[config.mk]
export PLATFORM = sky130hd
export DESIGN_NAME = pcc_ram
export DESIGN_NICKNAME = d
export VERILOG_FILES = /design/src/rtl/pcc_ram.sv
export SDC_FILE = /design/constraint.sdc
export NUM_CORES = 2
export LEC_CHECK = 0
export BUFFER_PORTS_ARGS = -buffer_cell sky130_fd_sc_hd__buf_2
export CORE_MARGIN = 1
export CORE_UTILIZATION = 50
export CTS_BUF_LIST = sky130_fd_sc_hd__clkbuf_16
export CTS_CLUSTER_DIAMETER = 50
export DETAILED_ROUTE_END_ITERATION = 12
export PLACE_DENSITY = 0.76
export SLEW_MARGIN = 20
export SYNTH_ARGS = -nofsm -noshare
export SYNTH_HDL_FRONTEND = slang
export SYNTH_SLANG_ARGS = --single-unit
[constraint.sdc]
create_clock -name i_clk -period 7.8 [get_ports i_clk]
set_input_delay 0.39 -clock i_clk [delete_from_list [all_inputs] [get_ports i_clk]]
set_output_delay 0.39 -clock i_clk [all_outputs]
set_load 0.005 [all_outputs]
[src/rtl/pcc_ram.sv]
// Generic single-port RAM with registered read data.
`timescale 1ns / 1ps

module pcc_ram #(
    parameter int WIDTH = 16,
    parameter int DEPTH = 256,
    localparam int AW   = (DEPTH > 1) ? $clog2(DEPTH) : 1
) (
    input  logic             i_clk,
    input  logic             i_we,
    input  logic [AW-1:0]    i_addr,
    input  logic [WIDTH-1:0] i_wdata,
    output logic [WIDTH-1:0] o_rdata
);

    logic [WIDTH-1:0] r_mem [DEPTH];
    logic [WIDTH-1:0] r_rdata;

    always_ff @(posedge i_clk) begin
        if (i_we) begin
            r_mem[i_addr] <= i_wdata;
        end
        r_rdata <= r_mem[i_addr];
    end

    assign o_rdata = r_rdata;

endmodule

# Yosys cells after proc, flatten, opt, wreduce, memory -nomap -nowiden
# Memory sizes are Yosys's and may differ from the RTL's. A register that Yosys moved wholly into a read port is not among the register bits.
# Index checks and enable logic that the tools add are counted.
# op_classes
n_mux,2
# op_table
cell,count
$mux W1,2
# totals
ff_bits,0
ramBits,4096
in_bits,26
output_inout_bits,16
wordCells,3
n_memories,1
# mem_list
memory,depth,word_bits,rd,rd_clocked_by_memory_dff,wr,line_no,source
r_mem,256,16,1,1,1,16,logic [WIDTH-1:0] r_mem [DEPTH];

# Logic depth before layout (Yosys ltp)
# logic_depth
depth_word,2
mapped_depth,10
mapped_depth_nobuf,5

# Worst setup path before layout
# Ideal clock, no wire load.
# synth_path
path_kind,input port to flip-flop
from,input port i_addr[0]
to,memory r_mem[145][0] (enable)
setup_ns,0.409
t_arrival_ns,2.679
slack_ns,4.712
path_stages,7
cell_sequence,clkbuf_1 > buf_6 > clkbuf_1 > buf_2 > nand2b_1 > clkbuf_1 > nor3_1
# synth_lines
element,line_no,source
"start, declared",11,"input logic [AW-1:0] i_addr,"
"end, declared",16,
# Straight into the memory's write port.

==> impl_metrics.toml <==
[status]
outcome = "finished clean"

[routing]
vias = 77414
first_pass_iters = 9
via_per_inst = 6.662
drc = 0
drt-total-wl_mm = 397.1
ant_nets = 0
drt_iter0_drc = 12176
wl_per_cell_microns = 34.17

[setup_path]
rrSetupSlack_ns = 4.71
arrival_ns = 5.19
worst_path_max_delay_cell = "o41ai_1"
worstPathMaxFanout = 61
endpoint_kind = "register"
crit_start = "i_addr[0]"
startpoint_type = "primary input"
rr_endpoint = "o_rdata[11]"
critPathKind = "in2reg"
rr_startpoint = "r_mem[206][11]"
worstPathCellList = "buf_12 > buf_4 > buf_4 > mux4_2 > a22oi_1 > a21oi_1 > o41ai_1 > buf_4 > nand4_1"
ff2ff_path_depth = 6
critical_path.max_stage_delay_ns = 1.04
cp_common_cell = "buf_4"
worstPathRequired_ns = 8.56
endpoint = "o_rdata[3]"

[final_layout]
final_area_sq_um = 175800
final_layout_size_suffix_gt1_share_pct = 28.21
areaGrowthSynthToFinish_pct = 13.12
nets = 7171

[placement]
portBuffers = 41
placed_area_sq_um = 162400
gp_congestion = 0.8561
dp_hpwl_mm = 215.1

[synth]
synth_seq_cells = 4112
syn-num-nets = 6753
synth_flop_cell = "edfxtp_1"
yosysUniqueCellTypes = 22
synthCells = 6727
seq_area_frac_synth_pct = 79.36
yosysWarnings = 0
yosysMostFrequentCell = "edfxtp_1"
synthArstFlopShare_pct = 0
synth.top_cells.by_area = "edfxtp_1, mux4_2, a22oi_1"
synth_top_area_cell = "edfxtp_1"
synth_top_cell_area_share_pct = 79.15
synth_area_per_cell_sq_um = 23.10
syn_area_sq_um = 155400
synth_commonest_cells = "edfxtp_1, mux4_2, a22oi_1"
synth_edf_count = 4096

[timing]
fin_crit_sh_pct = 56.79
hold_violations = 0
fin_tns_setup_ns = 0
rsz0062_at_grt = "no"
layout_min_cycle_time_ns = 4.430
worstMarginPinSlew_ns = 1.322
setup_viol = 0
drv_slew = 0
clock.fmax_ghz = 0.2257
maxSlewHeadroom_pct = 10.75
clock_skew_ns = 0.06842

[grt]
use_met2_pct = 39.70
met3_usage_pct = 5.806
grt_pass1_vias = 77027
busiest_layer = "met2"
grt_antenna_before_repair = 24
globalRouteTotalUtil_pct = 25.09
use_met1_pct = 33.41
grt_max_degree = 167
grt-ovfl-total = 0
grt_pass1_wl_mm = 563.3

[die]
die_x_microns = 559.5
core_sq_um = 309100
die_height_microns = 559.5
row_count = 204
pin_count = 42
die_area_sq_um = 313000
initial_utilization_pct = 50.27

[clock_tree]
htree_levels = 5
cts_tree = "yes"
clk_latency_ns = 0.91
cts_max_path_buffers = 4
cts_root_buffer = "clkbuf_16"
cts_resized = 0
cts.sinks = 4112
post_cts_buffers = 0
clkTransAtPathRegs_ns = 0.06
hold_buffers = 6
numCtsBuffers = 400

[power_and_ir_drop]
p_leak_nw = 54.13
p_per_area_nw_per_um2 = 260.1
vdd_drop_max_mv = 0.1988

[worst_hold_path]
holdCritPathClass = "in2reg"
min_path_cells = 1

[job]
drv_cap = 0
==> registers in the layout, indices dropped and copies added, names as in the netlist <==
name / flops
o_rdata: 16
r_mem: 4096
==> cells by family (layout without fill, tap and decap cells) <==
group | after synthesis | in the layout | synth area share (%)
AOI/OAI and AO/OA | 832 | 832 | 3.659
buffers and inverters | 421 | 1174 | 1.238
DFF | 4112 | 4112 | 79.36
muxes | 1024 | 1024 | 14.84
other | 0 | 21 | 0
and+or+nand+nor | 338 | 338 | 0.9074
==> worst max-delay path, delay by kind of cell <==
kind / cells / cell delay [ns]
muxes: 1 / 0.60
AOI/OAI and AO/OA: 3 / 1.54
buffers and inverters: 4 / 2.37
and+or+nand+nor: 1 / 0.10
==> placed cells by master, fill, tap and decap left out, types with 16 or more instances in the layout <==
master / synthesis / final
clkinv_2: 0 / 70
dfxtp_1: 16 / 16
inv_6: 0 / 16
buf_4: 16 / 367
inv_1: 1 / 61
clkinvlp_4: 0 / 19
buf_2: 76 / 25
bufinv_16: 0 / 47
mux4_2: 1024 / 1024
edfxtp_1: 4096 / 4096
nand2_1: 28 / 27
diode_2: 0 / 21
clkinv_4: 0 / 17
o41ai_1: 64 / 51
a21oi_1: 256 / 256
clkbuf_16: 0 / 407
a22oi_1: 512 / 512
nor2_2: 0 / 18
buf_8: 0 / 17
clkinv_1: 0 / 93
nor2_1: 232 / 212
nor3_2: 0 / 26
nand4_1: 16 / 16
==> per-layer routing <==
metal  wire length (microns)  part of all wire (%)
met3                   47350                    12
met1                  138700                    35
met2                  190700                    48
met5                     130                 0.033
met4                   20200                   5.1
==> area by class of cell <==
type / count / area [sq um]
flip-flops and latches: 4112 / 123300
diodes: 21 / 52.55
clock buffers: 407 / 10180
clock inverters: 330 / 2928
inverters: 1 / 3.754
well taps: 4120 / 5155
fillers: 20959 / 133300
repair buffers: 436 / 3600
multi-input cells: 2194 / 30540
==> stage by stage <==
stage	hold WS [ns]	total power [mW]	std cells	utilization [%]	setup WS, ns
2_1_floorplan	0.4889	25.89	6727	-	4.712
3_3_place_gp	0.8758	26.78	10848	52.52	2.241
3_5_place_dp	0.8795	26.84	10851	52.54	2.549
4_1_cts	0.01722	45.81	11594	56.80	3.464
5_1_grt	0.02323	46.72	11610	56.86	3.100
6_report	0.02969	45.72	11621	56.87	3.370
==> worst min path at each step <==
stage / startpoint / endpoint / slack (ns)
2_1_floorplan: i_wdata[0] / r_mem[0][0] / 0.49
3_5_place_dp: o_rdata[3] / o_rdata[3] / 0.88
3_3_place_gp: o_rdata[2] / o_rdata[2] / 0.88
5_1_grt: i_wdata[3] / r_mem[219][3] / 0.02
4_1_cts: i_wdata[15] / r_mem[218][15] / 0.02
6_report: i_wdata[3] / r_mem[219][3] / 0.03
==> where the power goes <==
| group | switching (mW) | internal (mW) | total, mW |
|---|---|---|---|
| sequential | 0.0443 | 24.4 | 24.4 |
| clock | 8.24 | 11.1 | 19.3 |
| combinational | 1.34 | 0.668 | 2.01 |
Note: power is estimated with default switching activity, not from simulation.
